--- src/hdl/abit_ram.sv ---
// abit_ram: generic simple dual-port ram, one write and one registered read port
// no dependencies
module abit_ram #(
    parameter int WIDTH = 8,
    parameter int DEPTH = 64
) (
    input  logic                     clk,
    input  logic                     we,
    input  logic [$clog2(DEPTH)-1:0] waddr,
    input  logic [WIDTH-1:0]         wdata,
    input  logic                     re,
    input  logic [$clog2(DEPTH)-1:0] raddr,
    output logic [WIDTH-1:0]         rdata
);

    logic [WIDTH-1:0] mem_reg [DEPTH];
    logic [WIDTH-1:0] rdata_reg;

    // write port
    always_ff @(posedge clk)
    begin
        if (we)
        begin
            mem_reg[waddr] <= wdata;
        end
    end

    // registered read port, holds when not enabled
    always_ff @(posedge clk)
    begin
        if (re)
        begin
            rdata_reg <= mem_reg[raddr];
        end
    end

    assign rdata = rdata_reg;

endmodule

--- config.mk ---
export PLATFORM = sky130hd
export DESIGN_NAME = abit_ram
export DESIGN_NICKNAME = d
export VERILOG_FILES = /design/src/hdl/abit_ram.sv
export SDC_FILE = /design/constraint.sdc
export NUM_CORES = 1
export LEC_CHECK = 0
export BUFFER_PORTS_ARGS = -buffer_cell sky130_fd_sc_hd__buf_4
export CELL_PAD_IN_SITES_DETAIL_PLACEMENT = 0
export CELL_PAD_IN_SITES_GLOBAL_PLACEMENT = 2
export CORE_MARGIN = 4
export CORE_UTILIZATION = 40
export DETAILED_ROUTE_END_ITERATION = 10
export PLACE_DENSITY = 0.7
export SLEW_MARGIN = 20
export SYNTH_ARGS = -nofsm -noshare
export SYNTH_HDL_FRONTEND = slang
export SYNTH_SLANG_ARGS = --single-unit
export TNS_END_PERCENT = 1
--- constraint.sdc ---
create_clock -name clk -period 2.71 [get_ports clk]
set_clock_uncertainty 0.15 [all_clocks]
set_input_delay 0.271 -clock clk [delete_from_list [all_inputs] [get_ports clk]]
set_output_delay 0.271 -clock clk [all_outputs]
set_load 0.02 [all_outputs]
After elaboration in Yosys (flattened, before gate mapping) --
Memories as Yosys holds them, arrays and structs flattened. A register that Yosys moved wholly into a read port is not among the register bits. Cells that the tools add are included.
Storage, ports and cells: register bits 0, memories 1, memory bits (writable) 512, output and inout port bits 8
Memories:
- mem_reg | words 64, width 8, rd ports 1, clocked after Yosys merged registers in 1, write ports 1, line 16 | logic [WIDTH-1:0] mem_reg [DEPTH];
Operators by class: muxes and demuxes 2
Operators with widths (count):
- 1-bit 2-to-1 mux | 2

Logic depth before layout (Yosys ltp) --
Gate-level depths: netlist (run 1).
depth after elaboration 2, gate-level depth with buffers 9, gate-level depth less buffers 5

Worst setup path before layout (run 1) --
OpenSTA, ideal clock, no wires.
path type input-to-reg, from input port raddr[1], to register rdata_reg[3], in the netlist rdata[3] (read register of mem_reg), data pin, buffers on the path 3, library setup time 0.266 ns, stages on the path 7, arrival 1.811 ns, required time 2.294 ns, setup slack 0.483 ns, cells stage by stage buf_4 > buf_2 > buf_2 > mux4_2 > mux4_2 > o21ai_1 > o41ai_1
RTL lines:
- from (decl) | line 12 | input logic [$clog2(DEPTH)-1:0] raddr,
- to (decl) | line 17 | logic [WIDTH-1:0] rdata_reg;

==> results of run 1 <==
==> worst max-delay path, stage by stage, from the launching register on <==
cell and delay [ns]:
sky130_fd_sc_hd__edfxtp_1 0.37, sky130_fd_sc_hd__mux4_2 0.45, sky130_fd_sc_hd__nor2b_1 0.14, sky130_fd_sc_hd__a2111oi_0 0.64
sky130_fd_sc_hd__buf_4 0.22, sky130_fd_sc_hd__o41ai_1 0.07
==> power breakdown <==
| group | leakage, nW | internal, W | total (W) | switching, W |
|---|---|---|---|---|
| combinational | 2.03 | 0.000356 | 0.000883 | 0.000527 |
| clock | 0.807 | 0.00408 | 0.00702 | 0.00295 |
| sequential | 4.69 | 0.00892 | 0.00895 | 0.0000274 |
==> through the flow <==
step | total power, W | TNS [ns]
floorplan | 0.00959 | 0
global placement | 0.0100 | -0.531
detailed placement | 0.0100 | -0.543
CTS | 0.0171 | 0
global route | 0.0174 | 0
finish | 0.0169 | 0
==> final cells by class <==
cell class,count,area [um2]
fill,4227,26500
sequential,520,15600
multi-input combinational,369,4320
clock buffer,58,1320
timing repair buffer,141,1160
tap,672,841
clock inverter,37,340
==> synth_stat cells (all sizes together) <==
| master | n | area share [%] |
|---|---|---|
| mux4 | 126 | 14 |
| a31oi | 1 | 0.031 |
| nand3b | 3 | 0.11 |
| o221a | 2 | 0.11 |
| nand4b | 1 | 0.043 |
| or3 | 1 | 0.031 |
| nor3 | 7 | 0.17 |
| nor2 | 83 | 1.5 |
| o2111ai | 3 | 0.13 |
| o22ai | 8 | 0.25 |
| nand4 | 2 | 0.062 |
| o221ai | 8 | 0.35 |
| o21a | 2 | 0.074 |
| a22oi | 3 | 0.11 |
| mux2 | 13 | 0.72 |
| edfxtp | 520 | 77 |
| a211oi | 4 | 0.15 |
| nand2b | 7 | 0.22 |
| a21oi | 3 | 0.074 |
| a221oi | 6 | 0.26 |
| buf | 34 | 1.2 |
| nand3 | 13 | 0.32 |
| nor2b | 14 | 0.43 |
| nor4 | 2 | 0.062 |
| o311ai | 1 | 0.043 |
| nand2 | 19 | 0.35 |
| o41ai | 2 | 0.087 |
| o32ai | 2 | 0.087 |
| o2bb2ai | 3 | 0.13 |
| a2111oi | 2 | 0.087 |
| clkbuf | 17 | 0.32 |
| and2 | 1 | 0.031 |
| o21ai | 4 | 0.099 |
| mux2i | 23 | 1.1 |
==> cells by family after synthesis <==
kind of cell | Yosys count | share of synthesized area (%)
DFF | 520 | 77.1
muxes | 162 | 15.9
and+or+nand+nor | 153 | 3.37
AOI/OAI and AO/OA | 54 | 2.06
buffers and inverters | 51 | 1.56
==> cells in the final DEF (no fill, tap or decap), types with 7 or more instances in the layout <==
cell and n:
sky130_fd_sc_hd__nor3_1 7, sky130_fd_sc_hd__clkbuf_16 52, sky130_fd_sc_hd__buf_12 7, sky130_fd_sc_hd__clkinv_1 17, sky130_fd_sc_hd__edfxtp_1 520, sky130_fd_sc_hd__buf_4 131
sky130_fd_sc_hd__nand3_1 13, sky130_fd_sc_hd__nand2_1 19, sky130_fd_sc_hd__nand2b_1 7, sky130_fd_sc_hd__o221ai_1 8, sky130_fd_sc_hd__nor2_1 83, sky130_fd_sc_hd__nor2b_1 14
sky130_fd_sc_hd__mux4_2 126, sky130_fd_sc_hd__clkinv_2 8, sky130_fd_sc_hd__mux2_2 13, sky130_fd_sc_hd__o22ai_1 8, sky130_fd_sc_hd__mux2i_1 23
==> routing by layer <==
metal  up-vias  track usage, %  wire (um)  part of all wire [%]
met5         -               0          0                     0
li1       4224               -          -                     -
met2       240            29.1      23100                    49
met3        62            2.69       2270                   4.8
met4         0            4.54        906                   1.9
met1      5229            25.5      20800                    44
==> worst min-delay path by stage <==
stage | startpoint | depth (start not counted) | end | slack [ns]
floorplan | wdata[0] | 0 | mem_reg[0][0]$_DFFE_PP_ | 0.22
global placement | re | 1 | rdata[6]$_DFFE_PP_ | 0.49
detailed placement | re | 1 | rdata[6]$_DFFE_PP_ | 0.49
CTS | waddr[2] | 3 | mem_reg[55][3]$_DFFE_PP_ | 0.02
global route | waddr[2] | 3 | mem_reg[55][7]$_DFFE_PP_ | 0.09
finish | waddr[2] | 3 | mem_reg[55][7]$_DFFE_PP_ | 0.06
==> results.md, run 1 <==
- Post-Syn Nets: 963
- Depth of the worst register-to-register path: 5
- Antenna diode count: 0
- Place WS: -0.243 ns
- Grt ovf: 0
- Max-slew headroom: 51.5%
- Count of yosys warnings during synthesis: 0
- CP startpoint: mem_reg[2][5]$_DFFE_PP_
- Sinks on Clock Net: 520
- Insertion delay of the later-clocked pin in the worst-skew pair: 0.59 ns
- Depth of the CTS H-tree: 2
- Result of the run: finished clean
- Number of flip-flops under the largest register name: 512
- Worst hold slack: 0.0623 ns
- Final setup margin: 0.415 ns
- GR Util All Layers: 17.8%
- P_leak: 7.52 nW
- Total count of hold-check failures in the final report: 0
- Total power density per cell area: 714 nW/um2
- Number of distinct standard cells referenced by the synthesized netlist: 39
- Number of endpoints failing setup at the final stage: 0
- Die height: 233 um
- Number of max-slew violations in the final report: 0
- VDD IR-drop max: 0.000450 V
- Worst setup SP type: flop
- Root buf cell: sky130_fd_sc_hd__clkbuf_16
- Largest fanout on the critical path: 1
- # DRC: 0
- Proportion of synthesized chip area in sequential cells: 77.1%
- Fin area: 23,600 um2
- IO Port Bufs: 30
- CTS clk-pin slew, worst paths: 0.06 ns
- Average wire per standard cell: 26.2 um
- Critical path class: flop to flop
- Instance area at placement: 21,900 um2
- Initial antenna violation count: 0
- Post-CTS sizing: 0
- Number of standard cells in the final layout excluding fillers: 1,797
- Final antenna-violating net count: 0
- Hold Path Class: primary input to flop
- Worst setup path endpoint: rdata[5]$_DFFE_PP_
- Vias in the first global route: 10.2k
- Final cell utilization of the core: 47.1%
- Number of nets in the final layout: 1,106
- Total instance count after detailed placement: 1,700
- Die footprint: 54,300 um2
- Die width: 233 um
- Maximum achievable frequency: 436 MHz
- Relative area change from synthesis to final layout: 16.5%
- Total of flip-flops plus latches after synthesis: 520
- Bufs on Longest Clock Path: 3
- Worst Max-Slew Pin Slew: 0.727 ns
- TritonCTS clock tree: yes
- Hold-fix buffers, CTS: 2
- End of the worst register-to-register path: rdata[5]$_DFFE_PP_
- Unrepaired setup endpoints after global routing: no
- Fraction of layout instances using a drive strength above 1: 31.3%
- Time the worst path needs with I/O delays and setup: 2.30 ns
- First-pass GRT wire length: 70.0 mm
- Iteration-0 DRC count of the detailed router: 887
- Worst EP required: 2.89 ns
- Pin count of the biggest net entering global routing: 65
- Final wirelength: 47.1 mm
- Setup slack, reg-to-reg: 0.41 ns
- Total standard cell area after synthesis: 20,200 um2
- Total half-perimeter wirelength after legalization and detailed placement: 29.4 mm
- Floorplan row count: 82
- Effective utilization at floorplan: 40.4%
- Core footprint: 50,100 um2
- Placer Congestion: 0.765
- First-pass iteration count of the detailed router: 5
- Post-synthesis instance total: 940
- Maximum Capacitance Violations: 0
- Post-synthesis average cell area: 21.5 um2
- Startpoint of the most critical register-to-register path: mem_reg[2][5]$_DFFE_PP_
- Routed via count divided by cell count: 5.43
- Number of buffers inserted to repair setup after CTS: 0
- Total via count in the routed design: 9,755
- Io pins: 31
- Final cycle utilization of the critical path: 84.7%
- Crit path capture type: flop
- Num CTS Buffers: 51
- CP arrival: 2.48 ns
Note: power is estimated with default switching activity, not from simulation.
==> run 2, diff against run 1 <==
ABC_AREA = 1   (was unset)
PLACE_DENSITY = 0.78   (was 0.7)
clock period = 2.35 ns   (was 2.71 ns; I/O delays follow)
==> run 2 against run 1 <==
Effect of this change:
- clock power grew 17%
- die area grew 5.6%
- combinational power grew 45%
- largest power group unchanged
- design area grew 3.9%
- first-iteration DRC count grew 41%
- worst setup slack lost 0.34 ns
- critical path type is now primary input to flop
- global-route usage grew 1.8 points
==> results.md, run 2 <==
- Proportion of netlist area held by the largest area contributor: 72.9% (was 77.1%)
- Overall Power: 0.0198 W (was 0.0169 W)
- Crit path capture type: flop (unchanged)
- Basic-gate share of the synthesized area counting and, or, nand and nor cells: 23.1% (was 3.37%)
- Time the worst path needs with I/O delays and setup: 2.27 ns
- Worst EP required: 2.55 ns (was 2.89 ns)
- Number of standard cells in the final layout excluding fillers: 2,634 (was 1,797)
- Total count of hold-check failures in the final report: 0 (unchanged)
- Number of endpoints failing setup at the final stage: 0 (unchanged)
- Leading cell type in the layout, fill and taps excluded: sky130_fd_sc_hd__nand2_1 (was sky130_fd_sc_hd__edfxtp_1)
- Floorplan row count: 84 (was 82)
- Place WS: 0.216 ns (was -0.243 ns)
- Number of flops mapped to enable cells by yosys: 520 (unchanged)
- Proportion of synthesized chip area in sequential cells: 72.9% (was 77.1%)
- Num CTS Buffers: 55 (was 51)
- Total via count in the routed design: 13.8k (was 9,755)
- Clock power share: 41.5% (was 41.7%)
- CP arrival: 2.48 ns (about the same)
- Average wire per standard cell: 21.4 um (was 26.2 um)
- Commonest cells after routing, fill and taps aside: sky130_fd_sc_hd__nand2_1, sky130_fd_sc_hd__edfxtp_1, sky130_fd_sc_hd__nand3_1 (was sky130_fd_sc_hd__edfxtp_1, sky130_fd_sc_hd__buf_4, sky130_fd_sc_hd__mux4_2)
- Largest fanout on the critical path: 17 (was 1)
- Sinks on Clock Net: 520 (unchanged)
- Number of buffers inserted to repair setup after CTS: 0 (unchanged)
- Root buf cell: sky130_fd_sc_hd__clkbuf_16 (unchanged)
- Ranking of synthesized cells by instance count: sky130_fd_sc_hd__nand2_1, sky130_fd_sc_hd__edfxtp_1, sky130_fd_sc_hd__nand3_1, sky130_fd_sc_hd__nor2_1, sky130_fd_sc_hd__buf_2 (was sky130_fd_sc_hd__edfxtp_1, sky130_fd_sc_hd__mux4_2, sky130_fd_sc_hd__nor2_1, sky130_fd_sc_hd__mux2i_1, sky130_fd_sc_hd__nand2_1)
- Standard cell with the maximum stage delay on the critical path: sky130_fd_sc_hd__dlygate4sd3_1 (was sky130_fd_sc_hd__a2111oi_0)
- IO Port Bufs: 30 (unchanged)
- Die width: 239 um (was 233 um)
- Iteration-0 DRC count of the detailed router: 1,249 (was 887)
- Critical path class: primary input to flop (was flop to flop)
- Top post-synthesis cells by area: sky130_fd_sc_hd__edfxtp_1, sky130_fd_sc_hd__nand2_1, sky130_fd_sc_hd__nand3_1 (was sky130_fd_sc_hd__edfxtp_1, sky130_fd_sc_hd__mux4_2, sky130_fd_sc_hd__nor2_1)
- Core footprint: 52,800 um2 (was 50,100 um2)
- First-pass iteration count of the detailed router: 7 (was 5)
- Total standard cell area after synthesis: 21,400 um2 (was 20,200 um2)
- Post-synthesis instance total: 1,805 (was 940)
- Bufs on Longest Clock Path: 3 (unchanged)
- Total of flip-flops plus latches after synthesis: 520 (unchanged)
- Proportion of synthesized area in mux cells: 0% (was 15.9%)
- Die footprint: 57,300 um2 (was 54,300 um2)
- Total power density per cell area: 808 nW/um2 (was 714 nW/um2)
- Initial antenna violation count: 2 (was 0)
- Insertion delay of the later-clocked pin in the worst-skew pair: 0.60 ns (was 0.59 ns)
- Total half-perimeter wirelength after legalization and detailed placement: 33.3 mm (was 29.4 mm)
- Final wirelength: 56.3 mm (was 47.1 mm)
- Final cycle utilization of the critical path: 96.8%
- Placer Congestion: 0.819 (was 0.765)
- Depth of the CTS H-tree: 2 (unchanged)
- Io pins: 31 (unchanged)
- Dominant combinational cell family by area after synthesis: simple AND/OR/NAND/NOR gates (was multiplexers)
- Routed via count divided by cell count: 5.24 (was 5.43)
- Post-Syn Nets: 1,828 (was 963)
- Hold Path Class: primary input to flop (unchanged)
- Pin count of the biggest net entering global routing: 68 (was 65)
- Maximum Capacitance Violations: 0 (unchanged)
- Most frequent cell after synthesis: sky130_fd_sc_hd__nand2_1 (was sky130_fd_sc_hd__edfxtp_1)
- Count of yosys warnings during synthesis: 0 (unchanged)
- Switch Pwr: 0.00445 W (was 0.00350 W)
- Worst Max-Slew Pin Slew: 0.914 ns (was 0.727 ns)
- Arithmetic-cell share of the synthesized area counting full adders, half adders and majority gates: 0% (unchanged)
- Post-synth ARST share: 0% (unchanged)
- Relative area change from synthesis to final layout: 14.4% (was 16.5%)
- Peak per-stage delay on the critical path: 0.59 ns (was 0.64 ns)
- CTS clk-pin slew, worst paths: 0.06 ns (about the same)
- Result of the run: finished clean (unchanged)
- TritonCTS clock tree: yes (unchanged)
- Final antenna-violating net count: 0 (unchanged)
- Final setup margin: 0.0757 ns (was 0.415 ns)
- Combinational share of power: 6.5% (was 5.2%)
- Die height: 239 um (was 233 um)
- Number of flip-flops under the largest register name: 512 (unchanged)
- Max-slew headroom: 39.0% (was 51.5%)
- Total instance count after detailed placement: 2,525 (was 1,700)
- Switching Share: 22.5% (was 20.8%)
- Post-synthesis average cell area: 11.9 um2 (was 21.5 um2)
- Ys flop type: sky130_fd_sc_hd__edfxtp_1 (unchanged)
- Maximum achievable frequency: 440 MHz
- Sequential power share: 52.1% (was 53.1%)
- Fraction of layout instances using a drive strength above 1: 11.4% (was 31.3%)
- P_int: 0.0154 W (was 0.0134 W)
- VDD IR-drop max: 0.000541 V (was 0.000450 V)
- Number of nets in the final layout: 1,922 (was 1,106)
- Worst setup SP type: primary input (was flop)
- # DRC: 0 (unchanged)
- Unrepaired setup endpoints after global routing: no (unchanged)
- GR Util All Layers: 19.6% (was 17.8%)
- Vias in the first global route: 13.2k (was 10.2k)
- First-pass GRT wire length: 84.3 mm (was 70.0 mm)
- Number of max-slew violations in the final report: 0 (unchanged)
- Post-synthesis compound-gate area fraction: 0% (was 2.06%)
- Cell type contributing the most total cell area after synthesis: sky130_fd_sc_hd__edfxtp_1 (unchanged)
- Area share of xor/xnor cells in the synthesized design: 0% (unchanged)
- Total negative setup slack: 0 ns (unchanged)
- Effective utilization at floorplan: 40.6% (was 40.4%)
- Number of distinct standard cells referenced by the synthesized netlist: 15 (was 39)
- P_leak: 8.92 nW (was 7.52 nW)
- Grt ovf: 0 (unchanged)
- Sequence of cells on the critical path: dlygate4sd3_1 > buf_4 > inv_1 > buf_4 > nand3_1 > nand3_1 > nand2_1 > dlygate4sd3_1 (was mux4_2 > nor2b_1 > a2111oi_0 > buf_4 > o41ai_1)
- Setup slack, reg-to-reg: 0.30 ns (was 0.41 ns)
run 2: cell count changes in the layout (fill, tap and decap cells not counted), sizes merged, moves of 8 or more:
| cell | change |
|---|---|
| nand2 | +629 |
| nand3 | +426 |
| mux4 | -126 |
| nor2 | -27 |
| mux2i | -23 |
| nor2b | -14 |
| inv | +13 |
| mux2 | -13 |
| o221ai | -8 |
| o22ai | -8 |
run 2: path summary, 6_finish.rpt:
path         cells past startpoint                     start                  endpoint
max reg2reg                      9  mem_reg[26][5]$_DFFE_PP_        rdata[5]$_DFFE_PP_
max                              8                  raddr[4]        rdata[5]$_DFFE_PP_
min                              3                  waddr[1]  mem_reg[48][2]$_DFFE_PP_
min reg2reg                      8  mem_reg[16][2]$_DFFE_PP_        rdata[2]$_DFFE_PP_
run 2: worst max-delay path: cells and delay by family:
kind                   cells  cell delay, ns
buffers and inverters      5            1.94
and+or+nand+nor            3            0.30
run 2: logic make-up after synthesis:
kind of cell  after synthesis
buf+inv                   125
flops                     520
simple gates             1160
run 2: power by group through the flow:
stage	Combinational, W	Sequential (W)	Clock [W]
global placement	0.00128	0.0105	0
finish	0.00128	0.0103	0.00821
CTS	0.00130	0.0103	0.00839
detailed placement	0.00129	0.0105	0
floorplan	0.000722	0.0105	0
global route	0.00141	0.0103	0.00877
run 2: per-stage QoR:
stage / instance area, um2 / utilization, % / hold WS, ns
after floorplan: 21400 / - / 0.184
final: 24500 / 46.5 / 0.0646
after detailed placement: 22800 / 43.1 / 0.435
after global routing: 24500 / 46.5 / 0.0639
after global placement: 22800 / 43.1 / 0.431
after CTS: 24500 / 46.4 / 0.0254
run 2: metal layers:
| layer | GRT usage (%) | vias to the layer above | part of all wire, % |
|---|---|---|---|
| met5 | 0 | - | 0 |
| met4 | 5.58 | 0 | 2.5 |
| met3 | 2.38 | 82 | 5.2 |
| met2 | 31.6 | 373 | 47 |
| met1 | 28.4 | 6784 | 45 |
| li1 | - | 6554 | - |
run 2: area by class of cell:
class,count,area [um2]
Tap cell,688,861
Clock buffer,64,1410
Timing Repair Buffer,150,1330
Clock inverter,38,287
Inverter,12,55.1
Multi-Input combinational cell,1160,4950
Antenna cell,2,5.00
Fill cell,4822,28200
Sequential cell,520,15600
run 2: repair_timing:
| item | in CTS | in global routing |
|---|---|---|
| hold buffers | 5 | 0 |
| gates resized for setup | 0 | 0 |
| endpoints found under the hold margin | 16 | 0 |
