### src/hdl/abit_pkg.sv
// abit_pkg: shared types, constants and helpers of the alternating-bit sender
// used by abit_ctrl and alternating_bit_sender; no dependencies
package abit_pkg;

    // geometry of the message queue
    localparam int MESSAGE_BYTES  = 20;
    localparam int QUEUE_MESSAGES = 64;
    localparam int STORE_DEPTH    = MESSAGE_BYTES * QUEUE_MESSAGES;
    localparam int STORE_AW       = $clog2(STORE_DEPTH);
    localparam int SLOT_W         = $clog2(QUEUE_MESSAGES);
    localparam int COUNT_W        = $clog2(QUEUE_MESSAGES + 1);
    localparam int POS_W          = $clog2(MESSAGE_BYTES + 1);

    // field widths
    localparam int BYTE_W   = 8;
    localparam int SUM_W    = 13;
    localparam int TIMER_W  = 16;
    localparam int ACKNUM_W = 16;

    // fixed packet values
    localparam logic [BYTE_W-1:0]  ACK_CONST     = 8'd123;
    localparam logic [TIMER_W-1:0] TIMEOUT_RESET = 16'd10;

    // input command codes
    typedef enum logic [1:0] {
        CMD_BYTE = 2'd0,
        CMD_ACK  = 2'd1,
        CMD_TICK = 2'd2
    } cmd_t;

    // sequencer states
    typedef enum logic [1:0] {
        ST_IDLE,
        ST_PAD,
        ST_EMIT
    } state_t;

    // result control from the sequencer to the output formatting
    typedef struct packed {
        logic strobe;
        logic kind;
        logic seq;
        logic last;
    } res_ctl_t;

    // first store address of a queue slot
    function automatic logic [STORE_AW-1:0] slot_base(input logic [SLOT_W-1:0] slot);
        slot_base = STORE_AW'(slot) * STORE_AW'(MESSAGE_BYTES);
    endfunction

endpackage

### src/hdl/abit_ctrl.sv
// abit_ctrl: request sequencer of the alternating-bit sender, queue pointers,
// timer and memory access; depends on abit_pkg
module abit_ctrl (
    input  logic                            clk,
    input  logic                            rst_n,
    input  logic                            start,
    output logic                            busy,
    input  logic [1:0]                      command,
    input  logic [abit_pkg::BYTE_W-1:0]     data_byte,
    input  logic                            last_byte,
    input  logic [abit_pkg::ACKNUM_W-1:0]   ack_number,
    input  logic [abit_pkg::TIMER_W-1:0]    timeout,
    // message store port
    output logic                            store_we,
    output logic [abit_pkg::STORE_AW-1:0]   store_waddr,
    output logic [abit_pkg::BYTE_W-1:0]     store_wdata,
    output logic                            store_re,
    output logic [abit_pkg::STORE_AW-1:0]   store_raddr,
    // message sum port
    output logic                            sums_we,
    output logic [abit_pkg::SLOT_W-1:0]     sums_waddr,
    output logic [abit_pkg::SUM_W-1:0]      sums_wdata,
    output logic                            sums_re,
    output logic [abit_pkg::SLOT_W-1:0]     sums_raddr,
    // result control
    output abit_pkg::res_ctl_t              res_ctl
);
    import abit_pkg::*;

    state_t               state_reg,      state_next;
    logic                 send_bit_reg,   send_bit_next;
    logic                 in_transit_reg, in_transit_next;
    logic [SLOT_W-1:0]    head_reg,       head_next;
    logic [SLOT_W-1:0]    tail_reg,       tail_next;
    logic [COUNT_W-1:0]   count_reg,      count_next;
    logic [POS_W-1:0]     fill_reg,       fill_next;
    logic                 zero_seen_reg,  zero_seen_next;
    logic                 dropping_reg,   dropping_next;
    logic [SUM_W-1:0]     sum_reg,        sum_next;
    logic [TIMER_W-1:0]   timer_reg,      timer_next;
    logic [POS_W-1:0]     pos_reg,        pos_next;
    logic [STORE_AW-1:0]  pad_addr_reg,   pad_addr_next;
    res_ctl_t             res_reg,        res_next;

    logic                 accept;
    logic                 drop_now;
    logic                 zero_now;
    logic [BYTE_W-1:0]    byte_val;
    logic [POS_W-1:0]     fill_inc;
    logic                 msg_end;
    logic [SUM_W-1:0]     sum_new;
    logic [TIMER_W-1:0]   timer_restart;
    logic [TIMER_W-1:0]   timer_dec;
    logic [COUNT_W-1:0]   count_dec;
    logic [SLOT_W-1:0]    tail_inc;
    logic [SLOT_W-1:0]    head_inc;
    logic                 pos_last;

    assign accept        = start && (state_reg == ST_IDLE);
    assign busy          = (state_reg != ST_IDLE);
    assign res_ctl       = res_reg;

    // byte path helpers
    assign drop_now      = (fill_reg == '0) ? (count_reg >= COUNT_W'(QUEUE_MESSAGES))
                                            : dropping_reg;
    assign zero_now      = zero_seen_reg || (data_byte == '0);
    assign byte_val      = zero_now ? '0 : data_byte;
    assign fill_inc      = fill_reg + 1'b1;
    assign msg_end       = last_byte || (fill_inc == POS_W'(MESSAGE_BYTES));
    assign sum_new       = sum_reg + SUM_W'(byte_val);

    // pointer and timer helpers
    assign timer_restart = (timeout == '0) ? TIMER_W'(1) : timeout;
    assign timer_dec     = (timer_reg != '0) ? timer_reg - 1'b1 : timer_reg;
    assign count_dec     = (count_reg != '0) ? count_reg - 1'b1 : count_reg;
    assign tail_inc      = (tail_reg == SLOT_W'(QUEUE_MESSAGES - 1)) ? '0 : tail_reg + 1'b1;
    assign head_inc      = (head_reg == SLOT_W'(QUEUE_MESSAGES - 1)) ? '0 : head_reg + 1'b1;
    assign pos_last      = (pos_reg == POS_W'(MESSAGE_BYTES - 1));

    // state registers
    always_ff @(posedge clk or negedge rst_n)
    begin
        if (!rst_n)
        begin
            state_reg      <= ST_IDLE;
            send_bit_reg   <= 1'b0;
            in_transit_reg <= 1'b0;
            head_reg       <= '0;
            tail_reg       <= '0;
            count_reg      <= '0;
            fill_reg       <= '0;
            zero_seen_reg  <= 1'b0;
            dropping_reg   <= 1'b0;
            sum_reg        <= '0;
            timer_reg      <= '0;
            pos_reg        <= '0;
            pad_addr_reg   <= '0;
            res_reg        <= '0;
        end
        else
        begin
            state_reg      <= state_next;
            send_bit_reg   <= send_bit_next;
            in_transit_reg <= in_transit_next;
            head_reg       <= head_next;
            tail_reg       <= tail_next;
            count_reg      <= count_next;
            fill_reg       <= fill_next;
            zero_seen_reg  <= zero_seen_next;
            dropping_reg   <= dropping_next;
            sum_reg        <= sum_next;
            timer_reg      <= timer_next;
            pos_reg        <= pos_next;
            pad_addr_reg   <= pad_addr_next;
            res_reg        <= res_next;
        end
    end

    // next state, memory access and results
    always_comb
    begin
        state_next      = state_reg;
        send_bit_next   = send_bit_reg;
        in_transit_next = in_transit_reg;
        head_next       = head_reg;
        tail_next       = tail_reg;
        count_next      = count_reg;
        fill_next       = fill_reg;
        zero_seen_next  = zero_seen_reg;
        dropping_next   = dropping_reg;
        sum_next        = sum_reg;
        timer_next      = timer_reg;
        pos_next        = pos_reg;
        pad_addr_next   = pad_addr_reg;
        res_next        = '0;

        store_we        = 1'b0;
        store_waddr     = slot_base(tail_reg) + STORE_AW'(fill_reg);
        store_wdata     = byte_val;
        store_re        = 1'b0;
        store_raddr     = slot_base(head_reg) + STORE_AW'(pos_reg);
        sums_we         = 1'b0;
        sums_waddr      = tail_reg;
        sums_wdata      = sum_new;
        sums_re         = 1'b0;
        sums_raddr      = head_reg;

        unique case (state_reg)
            ST_IDLE:
            begin
                if (accept)
                begin
                    unique case (cmd_t'(command))
                        CMD_BYTE:
                        begin
                            store_we = !drop_now;
                            if (!msg_end)
                            begin
                                fill_next      = fill_inc;
                                zero_seen_next = zero_now;
                                dropping_next  = drop_now;
                                sum_next       = sum_new;
                            end
                            else
                            begin
                                fill_next      = '0;
                                zero_seen_next = 1'b0;
                                dropping_next  = 1'b0;
                                sum_next       = '0;
                                if (drop_now)
                                begin
                                    // queue was full: one drop result
                                    res_next.strobe = 1'b1;
                                    res_next.kind   = 1'b1;
                                    res_next.last   = 1'b1;
                                end
                                else
                                begin
                                    // commit the message to its slot
                                    sums_we    = 1'b1;
                                    tail_next  = tail_inc;
                                    count_next = count_reg + 1'b1;
                                    if (fill_inc != POS_W'(MESSAGE_BYTES))
                                    begin
                                        // short message: zero the rest first
                                        pos_next      = fill_inc;
                                        pad_addr_next = store_waddr + 1'b1;
                                        state_next    = ST_PAD;
                                    end
                                    else if (!in_transit_reg)
                                    begin
                                        pos_next        = '0;
                                        in_transit_next = 1'b1;
                                        timer_next      = timer_restart;
                                        state_next      = ST_EMIT;
                                    end
                                end
                            end
                        end
                        CMD_ACK:
                        begin
                            if (in_transit_reg && (ack_number == ACKNUM_W'(send_bit_reg)))
                            begin
                                send_bit_next   = !send_bit_reg;
                                timer_next      = '0;
                                in_transit_next = 1'b0;
                                head_next       = head_inc;
                                count_next      = count_dec;
                                if (count_dec != '0)
                                begin
                                    pos_next        = '0;
                                    in_transit_next = 1'b1;
                                    timer_next      = timer_restart;
                                    state_next      = ST_EMIT;
                                end
                            end
                        end
                        CMD_TICK:
                        begin
                            if (in_transit_reg)
                            begin
                                timer_next = timer_dec;
                                if (timer_dec == '0)
                                begin
                                    pos_next   = '0;
                                    timer_next = timer_restart;
                                    state_next = ST_EMIT;
                                end
                            end
                        end
                        default:
                        begin
                            state_next = ST_IDLE;
                        end
                    endcase
                end
            end
            ST_PAD:
            begin
                // one zero byte a cycle up to the end of the slot
                store_we      = 1'b1;
                store_waddr   = pad_addr_reg;
                store_wdata   = '0;
                pad_addr_next = pad_addr_reg + 1'b1;
                pos_next      = pos_reg + 1'b1;
                if (pos_last)
                begin
                    if (in_transit_reg)
                    begin
                        state_next = ST_IDLE;
                    end
                    else
                    begin
                        pos_next        = '0;
                        in_transit_next = 1'b1;
                        timer_next      = timer_restart;
                        state_next      = ST_EMIT;
                    end
                end
            end
            ST_EMIT:
            begin
                // read one payload byte a cycle, sum with the first
                store_re        = 1'b1;
                sums_re         = (pos_reg == '0);
                res_next.strobe = 1'b1;
                res_next.kind   = 1'b0;
                res_next.seq    = send_bit_reg;
                res_next.last   = pos_last;
                pos_next        = pos_reg + 1'b1;
                if (pos_last)
                begin
                    state_next = ST_IDLE;
                end
            end
            default:
            begin
                state_next = ST_IDLE;
            end
        endcase
    end

endmodule

### config.mk
export PLATFORM = sky130hd
export DESIGN_NAME = abit_ctrl
export DESIGN_NICKNAME = d
export VERILOG_FILES = /design/src/hdl/abit_pkg.sv /design/src/hdl/abit_ctrl.sv
export SDC_FILE = /design/constraint.sdc
export NUM_CORES = 1
export LEC_CHECK = 0
export BUFFER_PORTS_ARGS = -buffer_cell sky130_fd_sc_hd__buf_4
export CAP_MARGIN = 20
export CORE_ASPECT_RATIO = 0.5
export CORE_MARGIN = 5
export CORE_UTILIZATION = 51
export CTS_CLUSTER_SIZE = 24
export DETAILED_ROUTE_END_ITERATION = 6
export GPL_ROUTABILITY_DRIVEN = 1
export HOLD_SLACK_MARGIN = 0.06
export PLACE_DENSITY = 0.74
export SLEW_MARGIN = 20
export SYNTH_ARGS = -nofsm -noshare
export SYNTH_HDL_FRONTEND = slang
export SYNTH_SLANG_ARGS = --single-unit
### constraint.sdc
create_clock -name clk -period 2.9 [get_ports clk]
set_clock_uncertainty 0.1 [all_clocks]
set_input_delay 0.145 -clock clk [delete_from_list [all_inputs] [get_ports clk]]
set_output_delay 0.145 -clock clk [all_outputs]
set_load 0.005 [all_outputs]
==> Word-level counts from Yosys, hierarchy flattened <==
Cells that the tools add are included.
{ "totals": {"register_bits": 79, "in_bits": 46, "elab_cells": 184} }
{ "classes": {"reduce_logical": 29, "eq_ne": 30, "n_lt_le_gt_ge": 1, "n_bitwise": 1, "mul": 2, "addsub": 12, "mux": 92} }
{ "op_table": {"columns": ["operator", "count"], "rows": [
  ["16-bit two-way mux", 12],
  ["11-bit two-way mux", 6],
  ["5-bit two-way mux", 12],
  ["16-bit case mux with 3 select lines", 1],
  ["16-bit logical NOT", 2],
  ["2-bit two-way mux", 16],
  ["16-bit case mux with 2 select lines", 1],
  ["5-bit case mux with 3 select lines", 2],
  ["7-bit two-way mux", 4],
  ["1-bit two-way mux", 24],
  ["11-bit by 1-bit adder with 11-bit output, second input constant", 2],
  ["11-bit by 5-bit adder with 11-bit output", 2],
  ["11-bit case mux with 2 select lines", 1],
  ["3-bit != test, second input constant", 7],
  ["10-bit AND reduction", 2],
  ["6-bit by 3-bit multiplier with 9-bit output, second input constant", 2],
  ["16-bit by 1-bit equality test with 1-bit output", 1],
  ["8-bit two-way mux", 2],
  ["2-bit != test, second input constant", 8],
  ["16-bit nonzero test", 1],
  ["16-bit by 1-bit subtractor with 16-bit output, second input constant", 1],
  ["7-bit case mux with 2 select lines", 1],
  ["7-bit nonzero test", 2],
  ["13-bit by 8-bit adder with 13-bit output", 1],
  ["other kinds (34)", 54]
]} }

==> Depth between registers and ports, before layout <==
Gate-level depths: netlist of run 1.
{ "logic_depth": {"word_depth": 9, "ltp_mapped": 14} }

==> Worst setup path before layout of run 1 <==
No wires, ideal clock.
{ "synth_timing": {"path_type": "flip-flop to flip-flop", "from": "register fill_reg[4]", "to": "register timer_reg[10]", "path_slack_ns": -0.293, "required_ns": 2.675, "path_stages_with_launch": 13, "arrival_time_ns": 2.969, "cell_sequence": "dfrtp_1 clkbuf_1 nor4b_1 mux2_2 a211oi_1 nand4_2 a21o_1 or2_1 clkbuf_1 nand2b_1 buf_4 o21ai_0 mux2_2"} }
{ "synth_via": {"elab_chain_cells": 5, "word_cells_on_any_way": 10, "cone_classes": "1 x add/sub; 5 x eq/ne; 1 x mux; 3 x reduce/logical"} }
{ "synth_rtl": {"columns": ["element", "line_no", "text"], "rows": [
  ["from (decl)", "abit_ctrl.sv:36", "logic [POS_W-1:0] fill_reg, fill_next;"],
  ["from (signal assigned)", "abit_ctrl.sv:108", "fill_reg <= fill_next;"],
  ["5-bit by 1-bit adder with 5-bit output", "abit_ctrl.sv:68", "assign fill_inc = fill_reg + 1'b1;"],
  ["5-bit equality test", "abit_ctrl.sv:69", "assign msg_end = last_byte || (fill_inc == POS_W'(MESSAGE_BYTES));"],
  ["1-bit logical OR", "abit_ctrl.sv:69", null],
  ["3-bit != test (no line)", null, null],
  ["9-bit AND reduction (no line) (*)", null, null],
  ["to (signal assigned)", "abit_ctrl.sv:112", "timer_reg <= timer_next;"],
  ["to (decl)", "abit_ctrl.sv:40", "logic [TIMER_W-1:0] timer_reg, timer_next;"]
]} }
Mark *: on every way between the ends. The rest lies on a longest branch, timed or not.
A chain may end at the register's enable or synchronous reset.

==> Worst setup path after layout of run 1 <==
{ "layout_timing": {"from": "register timer_reg[1]", "to": "register pos_reg[0]"} }
{ "layout_via": {"elab_chain_cells": 5, "word_cells_on_any_way": 6, "cone_classes": "1 x add/sub; 1 x eq/ne; 1 x mux; 3 x reduce/logical"} }
{ "layout_rtl": {"columns": ["element", "line_no", "text"], "rows": [
  ["16-bit by 1-bit subtractor with 16-bit output or 16-bit nonzero test (tied branches)", "abit_ctrl.sv:74", "assign timer_dec = (timer_reg != '0) ? timer_reg - 1'b1 : timer_reg;"],
  ["16-bit two-way mux (*)", "abit_ctrl.sv:74", null],
  ["16-bit logical NOT (*)", "abit_ctrl.sv:223", "if (timer_dec == '0)"],
  ["3-bit != test (no line) (*)", null, null],
  ["10-bit AND reduction (no line) (*)", null, null],
  ["to (signal assigned)", "abit_ctrl.sv:113", "pos_reg <= pos_next;"],
  ["to (decl)", "abit_ctrl.sv:41", "logic [POS_W-1:0] pos_reg, pos_next;"]
]} }
Marks and branches as above.

==> load_flow_metrics.sql, run 1 <==
INSERT INTO impl_metrics (metric_group, metric, value, unit) VALUES
('global_route', 'grt_antenna_before_repair', '0', ''),
('floorplan', 'core_area', '12630', 'sq um'),
('yosys', 'post_synthesis_net_count', '903', ''),
('setup_path', 'crit_path_end_kind', 'register', ''),
('yosys', 'ys_seq_elements', '79', ''),
('yosys', 'main_synth_ff_type', 'sky130_fd_sc_hd__dfrtp_1', ''),
('yosys', 'synthesis.yosys.warnings', '0', ''),
('floorplan', 'initial_utilization', '51.91', '%'),
('global_route', 'first_global_vias', '6783', ''),
('global_route', 'grt_remaining_overflow', '0', ''),
('route', 'drt.antenna.violating_nets', '0', ''),
('floorplan', 'die_y', '90.17', 'um'),
('cells_and_area', 'final_common_cell', 'sky130_fd_sc_hd__buf_4', ''),
('cells_and_area', 'finish.cell_count_without_fillers', '1208', ''),
('placed_design', 'place.gp.congestion', '0.9321', ''),
('sta', 'hold_viol', '0', ''),
('yosys', 'syn_area', '6555', 'sq um'),
('cells_and_area', 'fillerInstances', '894', ''),
('yosys', 'post_synth_inst_count', '802', ''),
('setup_path', 'timing.critical_path.arrival', '3.29', 'ns'),
('sta', 'postLayoutSetupSlackWorst', '-0.2745', 'ns'),
('global_route', 'grt_use_total', '25.50', '%'),
('yosys', 'synth_sequential_area_ratio', '30.16', '%'),
('sta', 'transition_time_at_the_pin_with_the_least_slew_margin', '0.8683', 'ns'),
('worst_hold_path', 'hp-class', 'input port to register', ''),
('yosys', 'postSynth.asyncResetShare', '100.0', '%'),
('floorplan', 'die_width', '170.3', 'um'),
('placed_design', 'portBuffers', '109', ''),
('clock_tree', 'clkLatencyLatePin', '0.34', 'ns'),
('yosys', 'synth.distinct_cells', '71', ''),
('sta', 'slew_headroom', '41.58', '%'),
('cells_and_area', 'area_delta_synth_final', '42.95', '%'),
('cells_and_area', 'layout_common_cells', '235 x sky130_fd_sc_hd__buf_4, 77 x sky130_fd_sc_hd__dfrtp_1, 68 x sky130_fd_sc_hd__nand2_1', ''),
('route', 'wl', '21.01', 'mm'),
('route', 'dr_total_vias', '7051', ''),
('route', 'detailedRoute.firstIterationViolations', '526', ''),
('setup_path', 'crit_fanout', '9', ''),
('yosys', 'yosys.area.top_type_share', '30.16', '%'),
('sta', 'min_period_over_period', '109.5', '%'),
('setup_path', 'crit_type', 'register to register', ''),
('clock_tree', 'clock_tree_from_tritoncts', 'built', ''),
('pwr', 'ir_worst_vdd', '0.4812', 'mV'),
('route', 'vias_per_cell', '5.837', ''),
('sta', 'setup-violations-final', '26', ''),
('yosys', 'synth.avg_cell_area', '8.173', 'sq um'),
('sta', 'clock.fmax', '315.0', 'MHz'),
('placed_design', 'hpwl', '14.51', 'mm'),
('yosys', 'yosys-top-cells-area', 'sky130_fd_sc_hd__dfrtp_1 30%, sky130_fd_sc_hd__ha_1 9.5%, sky130_fd_sc_hd__o21ai_0 5.8%', ''),
('run', 'drv.max_cap_violation_count', '0', ''),
('cells_and_area', 'final_area', '9370', 'sq um'),
('sta', 'setup_total_negative_slack', '-4.606', 'ns'),
('clock_tree', 'clock_tree.buffer_depth', '2', ''),
('setup_path', 'startpoint_type', 'register', ''),
('pwr', 'total_leakage_power', '4.300', 'nW'),
('yosys', 'synth_top_area_cell', 'sky130_fd_sc_hd__dfrtp_1', ''),
('route', 'router_iterations_before_antenna_repair', '5', ''),
('cells_and_area', 'number_of_flip_flops_under_the_largest_register_name', '16', ''),
('placed_design', 'dpl_cell_area', '8252', 'sq um'),
('placed_design', 'dpl_worst_slack', '-0.2524', 'ns'),
('floorplan', 'i_o_pin_count', '110', ''),
('cells_and_area', 'layout-drive-gt1-share', '34.59', '%'),
('cells_and_area', 'postLayoutCoreUtil', '74.21', '%'),
('pwr', 'power.density', '833.0', 'nW/um^2'),
('route', 'wl_per_cell', '17.39', 'um'),
('status', 'violated_checks', 'negative setup slack', ''),
('status', 'run_status', 'complete, but fails checks', ''),
('clock_tree', 'root_buffer', 'sky130_fd_sc_hd__clkbuf_16', ''),
('sta', 'rsz_0062_raised_after_global_routing', 'true', ''),
('cells_and_area', 'design.final.nets', '1134', ''),
('clock_tree', 'tritoncts.num_buffers', '9', ''),
('clock_tree', 'cts_sinks', '79', '');
## metal layers
metal  part of all wire [%]  vias up  GRT usage [%]
met4                    1.9        0          6.246
met1                     42     3380          33.76
met2                     49      267          42.74
met5                      0        -              0
met3                    7.1       48          5.390
li1                       -     3356              -
## worst paths after layout
path / to / slack, ns / from / depth (start not counted)
worst max-delay path: pos_reg[0] / -0.27 / timer_reg[1] / 11
worst min-delay path: timer_reg[14] / 0.05 / timeout[14] / 3
worst max register to register: pos_reg[0] / -0.27 / timer_reg[1] / 11
worst min register to register: sum_reg[0] / 0.41 / sum_reg[0] / 2
max in group asynchronous: sums_raddr[2] / 1.85 / rst_n / 2
min in group asynchronous: pad_addr_reg[9] / 0.30 / rst_n / 2
## kinds of logic after synthesis
| family | count (synthesis) | share of synthesized area, % |
|---|---|---|
| compound gates | 223 | 21.15 |
| xor+xnor | 53 | 7.082 |
| fa+ha+maj | 55 | 11.07 |
| buf+inv | 83 | 5.020 |
| flops | 79 | 30.16 |
| mux | 14 | 2.310 |
| simple gates | 295 | 23.21 |
## power by group
group | switching, W | total, W | internal, W
logic | 0.00238 | 0.00469 | 0.00230
registers | 0.000357 | 0.00184 | 0.00148
clock network | 0.000512 | 0.00128 | 0.000767
total | 0.00325 | 0.00781 | 0.00455
## synthesized netlist by cell type (6+ instances only)
library cell and instances:
sky130_fd_sc_hd__a21o_1 15, sky130_fd_sc_hd__a21oi_1 56, sky130_fd_sc_hd__a221o_1 8, sky130_fd_sc_hd__a22o_1 6
sky130_fd_sc_hd__a31oi_1 12, sky130_fd_sc_hd__and2_1 11, sky130_fd_sc_hd__and3_1 10, sky130_fd_sc_hd__clkbuf_1 30
sky130_fd_sc_hd__dfrtp_1 79, sky130_fd_sc_hd__ha_1 50, sky130_fd_sc_hd__inv_1 47, sky130_fd_sc_hd__mux2i_1 8
sky130_fd_sc_hd__nand2_1 71, sky130_fd_sc_hd__nand3_1 30, sky130_fd_sc_hd__nand4_1 8, sky130_fd_sc_hd__nor2_1 63
sky130_fd_sc_hd__nor2b_1 19, sky130_fd_sc_hd__nor3_1 30, sky130_fd_sc_hd__nor4_1 14, sky130_fd_sc_hd__o21ai_0 76
sky130_fd_sc_hd__o22ai_1 6, sky130_fd_sc_hd__o31ai_1 7, sky130_fd_sc_hd__or2_2 7, sky130_fd_sc_hd__or4_1 7
sky130_fd_sc_hd__xnor2_1 33, sky130_fd_sc_hd__xor2_1 20
## critical path: stages (launching register included)
cell and delay [ns]:
sky130_fd_sc_hd__dfrtp_1 0.40, sky130_fd_sc_hd__or4_4 0.55, sky130_fd_sc_hd__buf_4 0.18, sky130_fd_sc_hd__nor3_1 0.17, sky130_fd_sc_hd__nand2_2 0.11, sky130_fd_sc_hd__buf_4 0.14, sky130_fd_sc_hd__o21ai_0 0.33, sky130_fd_sc_hd__nand4_1 0.27
sky130_fd_sc_hd__o21ai_1 0.28, sky130_fd_sc_hd__a31oi_4 0.19, sky130_fd_sc_hd__a221oi_1 0.25, sky130_fd_sc_hd__a21oi_1 0.07
## final cells by class
cell class                 count  area [sq um]  area share (%)
multi-input combinational    640          4691           50.06
timing repair buffer         256          1983           21.16
sequential                    79          1979           21.12
clock buffer                   9         225.2           2.404
tap                          170         212.7           2.270
inverter                      47         176.4           1.883
clock inverter                 7         102.6           1.095
## timing repair
| item | CTS | global route |
|---|---|---|
| hold buffers | 13 | 1 |
| setup buffers | 17 | 19 |
| endpoints found under the hold margin | 91 | 1 |
| resized for setup | 56 | 55 |
| pin swaps | 22 | 34 |
| setup endpoints to repair | 35 | 39 |
## through the flow
step | hold slack, ns | power [W]
2_1_floorplan | -0.2506 | 0.004186
3_3_place_gp | 0.2871 | 0.005881
6_report | 0.04831 | 0.007806
3_5_place_dp | 0.2897 | 0.005987
5_1_grt | 0.08894 | 0.008352
4_1_cts | 0.06881 | 0.007523
Power figures use the tool's default switching activity.
==> inputs of run 2 (changes only) <==
- CORE_MARGIN: 5 -> 10
==> load_flow_metrics.sql, run 2 (synthesized netlist as in run 1, its figures left out) <==
INSERT INTO impl_metrics (metric_group, metric, value, unit) VALUES
('cells_and_area', 'layout_common_cells', '236 x sky130_fd_sc_hd__buf_4, 73 x sky130_fd_sc_hd__dfrtp_1, 70 x sky130_fd_sc_hd__nand2_1', ''),
('placed_design', 'dp_cells', '1149', ''),
('route', 'drt.antenna.violating_nets', '0', ''),
('floorplan', 'initial_utilization', '51.91', '%'),
('sta', 'clock.fmax', '321.3', 'MHz'),
('global_route', 'grt_use_total', '21.14', '%'),
('sta', 'rsz_0062_raised_after_global_routing', 'true', ''),
('sta', 'slew_headroom', '53.63', '%'),
('setup_path', 'worst-r2r-setup-slack', '-0.21', 'ns'),
('route', 'route.detailed.drc', '0', ''),
('setup_path', 'r2r-end', 'state_reg[1]', ''),
('sta', 'report.final.slew_viol_count', '0', ''),
('sta', 'min_period_over_period', '107.3', '%'),
('setup_path', 'crit_path_end_kind', 'register', ''),
('global_route', 'grt_start_max_net_pins', '54', ''),
('setup_path', 'cell_family_contributing_the_most_delay_on_the_critical_path', 'simple AND/OR/NAND/NOR gates', ''),
('setup_path', 'crit_top_cell', 'sky130_fd_sc_hd__or4_4', ''),
('setup_path', 'crit_slowest_cell', 'sky130_fd_sc_hd__or4_4', ''),
('clock_tree', 'clock_tree.buffer_depth', '2', ''),
('placed_design', 'portBuffers', '109', ''),
('floorplan', 'core.rowCount', '29', ''),
('route', 'vias_per_cell', '5.725', ''),
('route', 'router_iterations_before_antenna_repair', '5', ''),
('placed_design', 'place.gp.congestion', '0.9264', ''),
('worst_hold_path', 'hold_path_depth', '4', ''),
('cells_and_area', 'antenna_cells', '0', ''),
('worst_hold_path', 'hold_path_end', 'zero_seen_reg', ''),
('global_route', 'first_global_vias', '6469', ''),
('route', 'wl_per_cell', '17.46', 'um'),
('floorplan', 'core_area', '12630', 'sq um'),
('setup_path', 'crit_path_max_incr_delay', '0.55', 'ns'),
('sta', 'transition_time_at_the_pin_with_the_least_slew_margin', '0.6955', 'ns'),
('setup_path', 'timing.rr.start', 'timer_reg[1]', ''),
('floorplan', 'i_o_pin_count', '110', ''),
('status', 'run_status', 'complete, but fails checks', ''),
('sta', 'min_period', '3.112', 'ns'),
('sta', 'hold_viol', '0', ''),
('pwr', 'ir_worst_vdd', '0.4563', 'mV'),
('route', 'detailedRoute.firstIterationViolations', '497', ''),
('setup_path', 'timing.critical_path.arrival', '3.24', 'ns'),
('setup_path', 'cp-startpoint', 'timer_reg[1]', ''),
('placed_design', 'hpwl', '15.10', 'mm'),
('clock_tree', 'clock_tree_from_tritoncts', 'built', ''),
('floorplan', 'die-area', '18060', 'sq um'),
('clock_tree', 'clkLatencyLatePin', '0.35', 'ns'),
('setup_path', 'timing.critical_path.buf_inv', '0', ''),
('setup_path', 'crit_path_cell_trace', 'or4_4, or4b_1, a21boi_1, o21ai_1, or4_4, o21ai_2, nand2_1, a21bo_2, mux2_4', ''),
('pwr', 'power.density', '806.0', 'nW/um^2'),
('cells_and_area', 'area_delta_synth_final', '42.83', '%'),
('cells_and_area', 'number_of_flip_flops_under_the_largest_register_name', '16', ''),
('cells_and_area', 'final_common_cell', 'sky130_fd_sc_hd__buf_4', ''),
('sta', 'setup_total_negative_slack', '-3.350', 'ns'),
('pwr', 'total_leakage_power', '4.250', 'nW'),
('setup_path', 'reg2regPathDepth', '9', ''),
('clock_tree', 'cts_max_level', '3', ''),
('sta', 'postLayoutSetupSlackWorst', '-0.2121', 'ns'),
('sta', 'setup-violations-final', '25', ''),
('clock_tree', 'cts_sinks', '79', ''),
('setup_path', 'cp_data_required_time', '3.03', 'ns'),
('cells_and_area', 'layout-drive-gt1-share', '35.04', '%'),
('route', 'dr_total_vias', '6904', ''),
('floorplan', 'die_y', '100.2', 'um'),
('floorplan', 'die_width', '180.3', 'um'),
('setup_path', 'crit_type', 'register to register', ''),
('global_route', 'grt_pass1_wl', '32.40', 'mm'),
('global_route', 'grt_remaining_overflow', '0', ''),
('clock_tree', 'clkTransAtPathRegs', '0.07', 'ns'),
('setup_path', 'startpoint_type', 'register', ''),
('global_route', 'grt_antenna_before_repair', '0', ''),
('run', 'drv.max_cap_violation_count', '0', ''),
('clock_tree', 'tritoncts.num_buffers', '9', ''),
('setup_path', 'crit_fanout', '3', ''),
('worst_hold_path', 'hold_path.startpoint', 'data_byte[3]', ''),
('status', 'violated_checks', 'negative setup slack', ''),
('worst_hold_path', 'hp-class', 'input port to register', ''),
('clock_tree', 'root_buffer', 'sky130_fd_sc_hd__clkbuf_16', ''),
('route', 'wl', '21.05', 'mm'),
('cells_and_area', 'design.final.nets', '1132', ''),
('cells_and_area', 'finish.cell_count_without_fillers', '1206', '');
[run 2: stage by stage]
stage / utilization [%] / hold WS (ns) / setup slack [ns] / power, W / cell area (sq um)
floorplan: - / -0.2506 / -0.1452 / 0.004186 / 6616
global placement: 65.41 / 0.1324 / -0.2404 / 0.005825 / 8259
detailed placement: 65.41 / 0.1393 / -0.2559 / 0.005948 / 8259
CTS: 70.60 / 0.1056 / -0.1811 / 0.007276 / 8915
global route: 74.15 / 0.1302 / -0.3048 / 0.008051 / 9363
finish: 74.15 / 0.1218 / -0.2121 / 0.007547 / 9363
[run 2: worst max-delay path by stage]
stage / depth (start not counted) / slack [ns] / to
global route: 10 / -0.30 / timer_reg[0]
floorplan: 10 / -0.15 / state_reg[1]
CTS: 9 / -0.18 / state_reg[1]
finish: 9 / -0.21 / state_reg[1]
global placement: 12 / -0.24 / state_reg[1]
detailed placement: 13 / -0.26 / pos_reg[1]
[run 2: area by class of cell]
class,instances,area [sq um]
Multi-Input combinational cell,640,4748
Fill cell,923,3264
Sequential cell,79,1984
Timing Repair Buffer,254,1949
Clock buffer,9,225.2
Tap cell,170,212.7
Inverter,47,178.9
Clock inverter,7,63.81
[run 2: worst reg2reg max path: cells and delay by family (launching register included)]
kind | cells | cell delay [ns]
AOI/OAI and AO/OA | 4 | 0.64
muxes | 1 | 0.29
DFF | 1 | 0.40
and+or+nand+nor | 4 | 1.56
[run 2: repair_timing]
item                       in CTS  in global routing
hold endpoints to repair       65                  0
pin swaps                      17                 32
gates cloned                    0                  1
hold buffers                   15                  0
resized for setup              42                 77
setup endpoints to repair      34                 38
buffers inserted               14                 13
[run 2: power by group]
group          internal (W)  switching [W]
logic               0.00223        0.00235
registers           0.00148       0.000341
clock network      0.000602       0.000540
[run 2: metal layers]
metal  routed length (um)  global-route usage (%)
met4                  257                   4.762
met2                10420                   35.96
met1                 9307                   27.61
met3                 1065                   3.842
met5                    0                       0
==> inputs of run 3 (changes only) <==
- ABC_AREA: unset -> 1
==> load_flow_metrics.sql, run 3 <==
INSERT INTO impl_metrics (metric_group, metric, value, unit) VALUES
('clock_tree', 'cts_sinks', '79', ''),
('sta', 'setup-violations-final', '2', ''),
('sta', 'transition_time_at_the_pin_with_the_least_slew_margin', '0.7514', 'ns'),
('pwr', 'power.density', '1106', 'nW/um^2'),
('sta', 'postLayoutSetupSlackWorst', '-0.01148', 'ns'),
('cells_and_area', 'area_occupied_by_registers', '1984', 'sq um'),
('setup_path', 'startpoint_type', 'register', ''),
('yosys', 'synth_top_area_cell', 'sky130_fd_sc_hd__dfrtp_1', ''),
('floorplan', 'core.rowCount', '30', ''),
('global_route', 'grt_antenna_before_repair', '0', ''),
('sta', 'min_period', '2.911', 'ns'),
('worst_hold_path', 'hold_path_depth', '5', ''),
('yosys', 'postSynth.asyncResetShare', '100.0', '%'),
('yosys', 'synthMostInstantiatedCell', 'sky130_fd_sc_hd__nand2_1', ''),
('placed_design', 'place.gp.congestion', '0.9211', ''),
('route', 'detailedRoute.firstIterationViolations', '497', ''),
('floorplan', 'die_y', '104.1', 'um'),
('global_route', 'grt_remaining_overflow', '0', ''),
('floorplan', 'die-area', '19570', 'sq um'),
('yosys', 'synthesis.yosys.warnings', '0', ''),
('global_route', 'grt_start_max_net_pins', '50', ''),
('yosys', 'post_synth_inst_count', '1086', ''),
('yosys', 'synth-xor-area-share', '5.347', '%'),
('pwr', 'total_leakage_power', '4.730', 'nW'),
('cells_and_area', 'layout_common_cells', '309 x sky130_fd_sc_hd__nand2_1, 150 x sky130_fd_sc_hd__buf_4, 127 x sky130_fd_sc_hd__inv_1', ''),
('setup_path', 'crit_fanout', '3', ''),
('yosys', 'main_synth_ff_type', 'sky130_fd_sc_hd__dfrtp_1', ''),
('sta', 'clock.fmax', '343.5', 'MHz'),
('clock_tree', 'cts_max_level', '3', ''),
('floorplan', 'i_o_pin_count', '110', ''),
('route', 'vias_per_cell', '5.458', ''),
('cells_and_area', 'number_of_flip_flops_under_the_largest_register_name', '16', ''),
('route', 'route.detailed.drc', '0', ''),
('yosys', 'combinational_family_with_the_most_area_after_synthesis', 'simple AND/OR/NAND/NOR gates', ''),
('yosys', 'yosys.area_share.adder', '10.07', '%'),
('yosys', 'ys_seq_elements', '79', ''),
('clock_tree', 'tritoncts.num_buffers', '9', ''),
('placed_design', 'hpwl', '15.78', 'mm'),
('floorplan', 'initial_utilization', '52.60', '%'),
('clock_tree', 'root_buffer', 'sky130_fd_sc_hd__clkbuf_16', ''),
('worst_hold_path', 'hp-class', 'input port to register', ''),
('clock_tree', 'clkLatencyLatePin', '0.35', 'ns'),
('floorplan', 'core_area', '13700', 'sq um'),
('setup_path', 'reg2regPathDepth', '11', ''),
('placed_design', 'dpl_worst_slack', '-0.05302', 'ns'),
('cells_and_area', 'design.final.nets', '1320', ''),
('cells_and_area', 'area_taken_by_multi_input_logic_gates', '4853', 'sq um'),
('setup_path', 'cp_data_required_time', '2.65', 'ns'),
('run', 'drv.max_cap_violation_count', '0', ''),
('yosys', 'number_of_enable_type_register_cells_in_the_synthesized_netlist', '0', ''),
('global_route', 'grt_pass1_wl', '34.80', 'mm'),
('cells_and_area', 'final_common_cell', 'sky130_fd_sc_hd__nand2_1', ''),
('pwr', 'p_total', '0.01003', 'W'),
('yosys', 'synth_mux_area_share', '0', '%'),
('yosys', 'synth.distinct_cells', '47', ''),
('yosys', 'post_synthesis_net_count', '1187', ''),
('cells_and_area', 'layout-drive-gt1-share', '21.24', '%'),
('yosys', 'synth_top_cells_by_count', '314 x sky130_fd_sc_hd__nand2_1, 132 x sky130_fd_sc_hd__inv_1, 93 x sky130_fd_sc_hd__nor2_1', ''),
('yosys', 'syn_area', '7207', 'sq um'),
('cells_and_area', 'fillerInstances', '1216', ''),
('yosys', 'synth-simple-area-share', '34.36', '%'),
('route', 'dr_total_vias', '7729', ''),
('placed_design', 'portBuffers', '109', ''),
('sta', 'hold_viol', '0', ''),
('yosys', 'synth.avg_cell_area', '6.636', 'sq um'),
('setup_path', 'timing.critical_path.arrival', '2.67', 'ns'),
('yosys', 'yosys.area.top_type_share', '27.43', '%'),
('status', 'violated_checks', 'negative setup slack', ''),
('clock_tree', 'clock_tree.buffer_depth', '2', ''),
('clock_tree', 'clock_tree_from_tritoncts', 'built', ''),
('setup_path', 'crit_type', 'register to output pin', ''),
('route', 'router_iterations_before_antenna_repair', '5', ''),
('status', 'run_status', 'complete, but fails checks', ''),
('placed_design', 'dpl_cell_area', '8333', 'sq um'),
('cells_and_area', 'antenna_cells', '0', ''),
('sta', 'slew_headroom', '49.72', '%'),
('pwr', 'ir_worst_vdd', '0.6352', 'mV'),
('setup_path', 'crit_path_end_kind', 'output pin', ''),
('clock_tree', 'clkTransAtPathRegs', '0.07', 'ns'),
('route', 'wl_per_cell', '15.26', 'um'),
('sta', 'min_period_over_period', '100.4', '%'),
('sta', 'rsz_0062_raised_after_global_routing', 'true', ''),
('yosys', 'synth-compound-area-share', '13.26', '%'),
('sta', 'report.final.slew_viol_count', '0', ''),
('yosys', 'synth_sequential_area_ratio', '27.43', '%'),
('cells_and_area', 'area_delta_synth_final', '25.92', '%'),
('route', 'wl', '21.61', 'mm'),
('cells_and_area', 'final_area', '9075', 'sq um'),
('yosys', 'yosys-top-cells-area', 'sky130_fd_sc_hd__dfrtp_1 27%, sky130_fd_sc_hd__nand2_1 16%, sky130_fd_sc_hd__ha_1 8.7%', ''),
('floorplan', 'die_width', '188.1', 'um'),
('global_route', 'grt_use_total', '20.69', '%'),
('global_route', 'first_global_vias', '7339', ''),
('route', 'drt.antenna.violating_nets', '0', '');
-- run 3: cell count changes after synthesis, moves of 12 or more --
cell	previous run	this run
sky130_fd_sc_hd__nand2_1	71	314
sky130_fd_sc_hd__inv_1	47	132
sky130_fd_sc_hd__nor2_1	63	93
sky130_fd_sc_hd__nand4_1	8	37
sky130_fd_sc_hd__nand3_1	30	56
sky130_fd_sc_hd__nor2b_1	19	0
sky130_fd_sc_hd__xnor2_1	33	14
sky130_fd_sc_hd__a21o_1	15	0
sky130_fd_sc_hd__clkbuf_1	30	17
sky130_fd_sc_hd__nor4_1	14	2
-- run 3: final cells by class --
type,instances,area share (%)
clock inverter,6,0.7721
inverter,141,5.832
timing repair buffer,154,12.88
multi-input combinational,834,53.48
clock buffer,10,2.523
tap,192,2.647
sequential,79,21.87
-- run 3: cell families after synthesis --
logic type	count (synthesis)
AND/OR/NAND/NOR	560
AO/OA/AOI/OAI	175
buffers and inverters	173
flip-flops	79
adder cells (fa/ha/maj)	55
XOR/XNOR	44
-- run 3: critical path, cell delays in order, from the launching register on --
cell and delay [ns]:
sky130_fd_sc_hd__dfrtp_1 0.38, sky130_fd_sc_hd__inv_2 0.09, sky130_fd_sc_hd__o41ai_4 0.09, sky130_fd_sc_hd__buf_4 0.17
sky130_fd_sc_hd__nor2_4 0.14, sky130_fd_sc_hd__inv_2 0.07, sky130_fd_sc_hd__fa_2 0.41, sky130_fd_sc_hd__o21ai_4 0.18
sky130_fd_sc_hd__buf_6 0.13, sky130_fd_sc_hd__a21oi_2 0.04, sky130_fd_sc_hd__o21bai_1 0.15, sky130_fd_sc_hd__xor2_1 0.26
sky130_fd_sc_hd__inv_1 0.09, sky130_fd_sc_hd__buf_6 0.12
-- run 3: path summary, 6_finish.rpt --
kind                                 startpoint               end  slack (ns)
worst min register to register  pad_addr_reg[1]   pad_addr_reg[1]        0.38
worst min-delay path                timeout[14]     timer_reg[14]        0.07
worst max-delay path              zero_seen_reg     sums_wdata[6]       -0.01
max in group asynchronous                 rst_n   pad_addr_reg[3]        1.73
min in group asynchronous                 rst_n        sum_reg[9]        0.26
worst max register to register    sums_waddr[4]  pad_addr_reg[10]        0.17
-- run 3: timing repair --
| action | in CTS | in global routing |
|---|---|---|
| hold buffers | 2 | 0 |
| setup buffers | 2 | 12 |
| gates resized for setup | 13 | 63 |
| endpoints found under the hold margin | 48 | 0 |
| pin swaps | 4 | 23 |
| setup endpoints to repair | 8 | 21 |
-- run 3: per-stage QoR --
stage	TNS (ns)	std cells	utilization (%)	hold WS (ns)
2_1_floorplan	0	1086	-	-0.2506
3_3_place_gp	0	1384	60.82	0.1062
3_5_place_dp	-0.05302	1384	60.82	0.1166
4_1_cts	0	1404	63.49	0.06523
5_1_grt	-0.6834	1416	66.24	0.08069
6_report	-0.01315	1416	66.24	0.07207
-- run 3: routing by layer --
metal / track usage, % / share of wire, % / vias up
met5: 0 / 0 / -
met4: 4.427 / 1.5 / 0
met3: 4.953 / 6.4 / 29
met2: 36.17 / 50 / 254
met1: 25.15 / 42 / 3644
li1: - / - / 3802
-- run 3: report_power, final --
group	internal [W]	switching, W
logic	0.00288	0.00397
clock network	0.000672	0.000509
registers	0.00152	0.000486
total	0.00507	0.00496
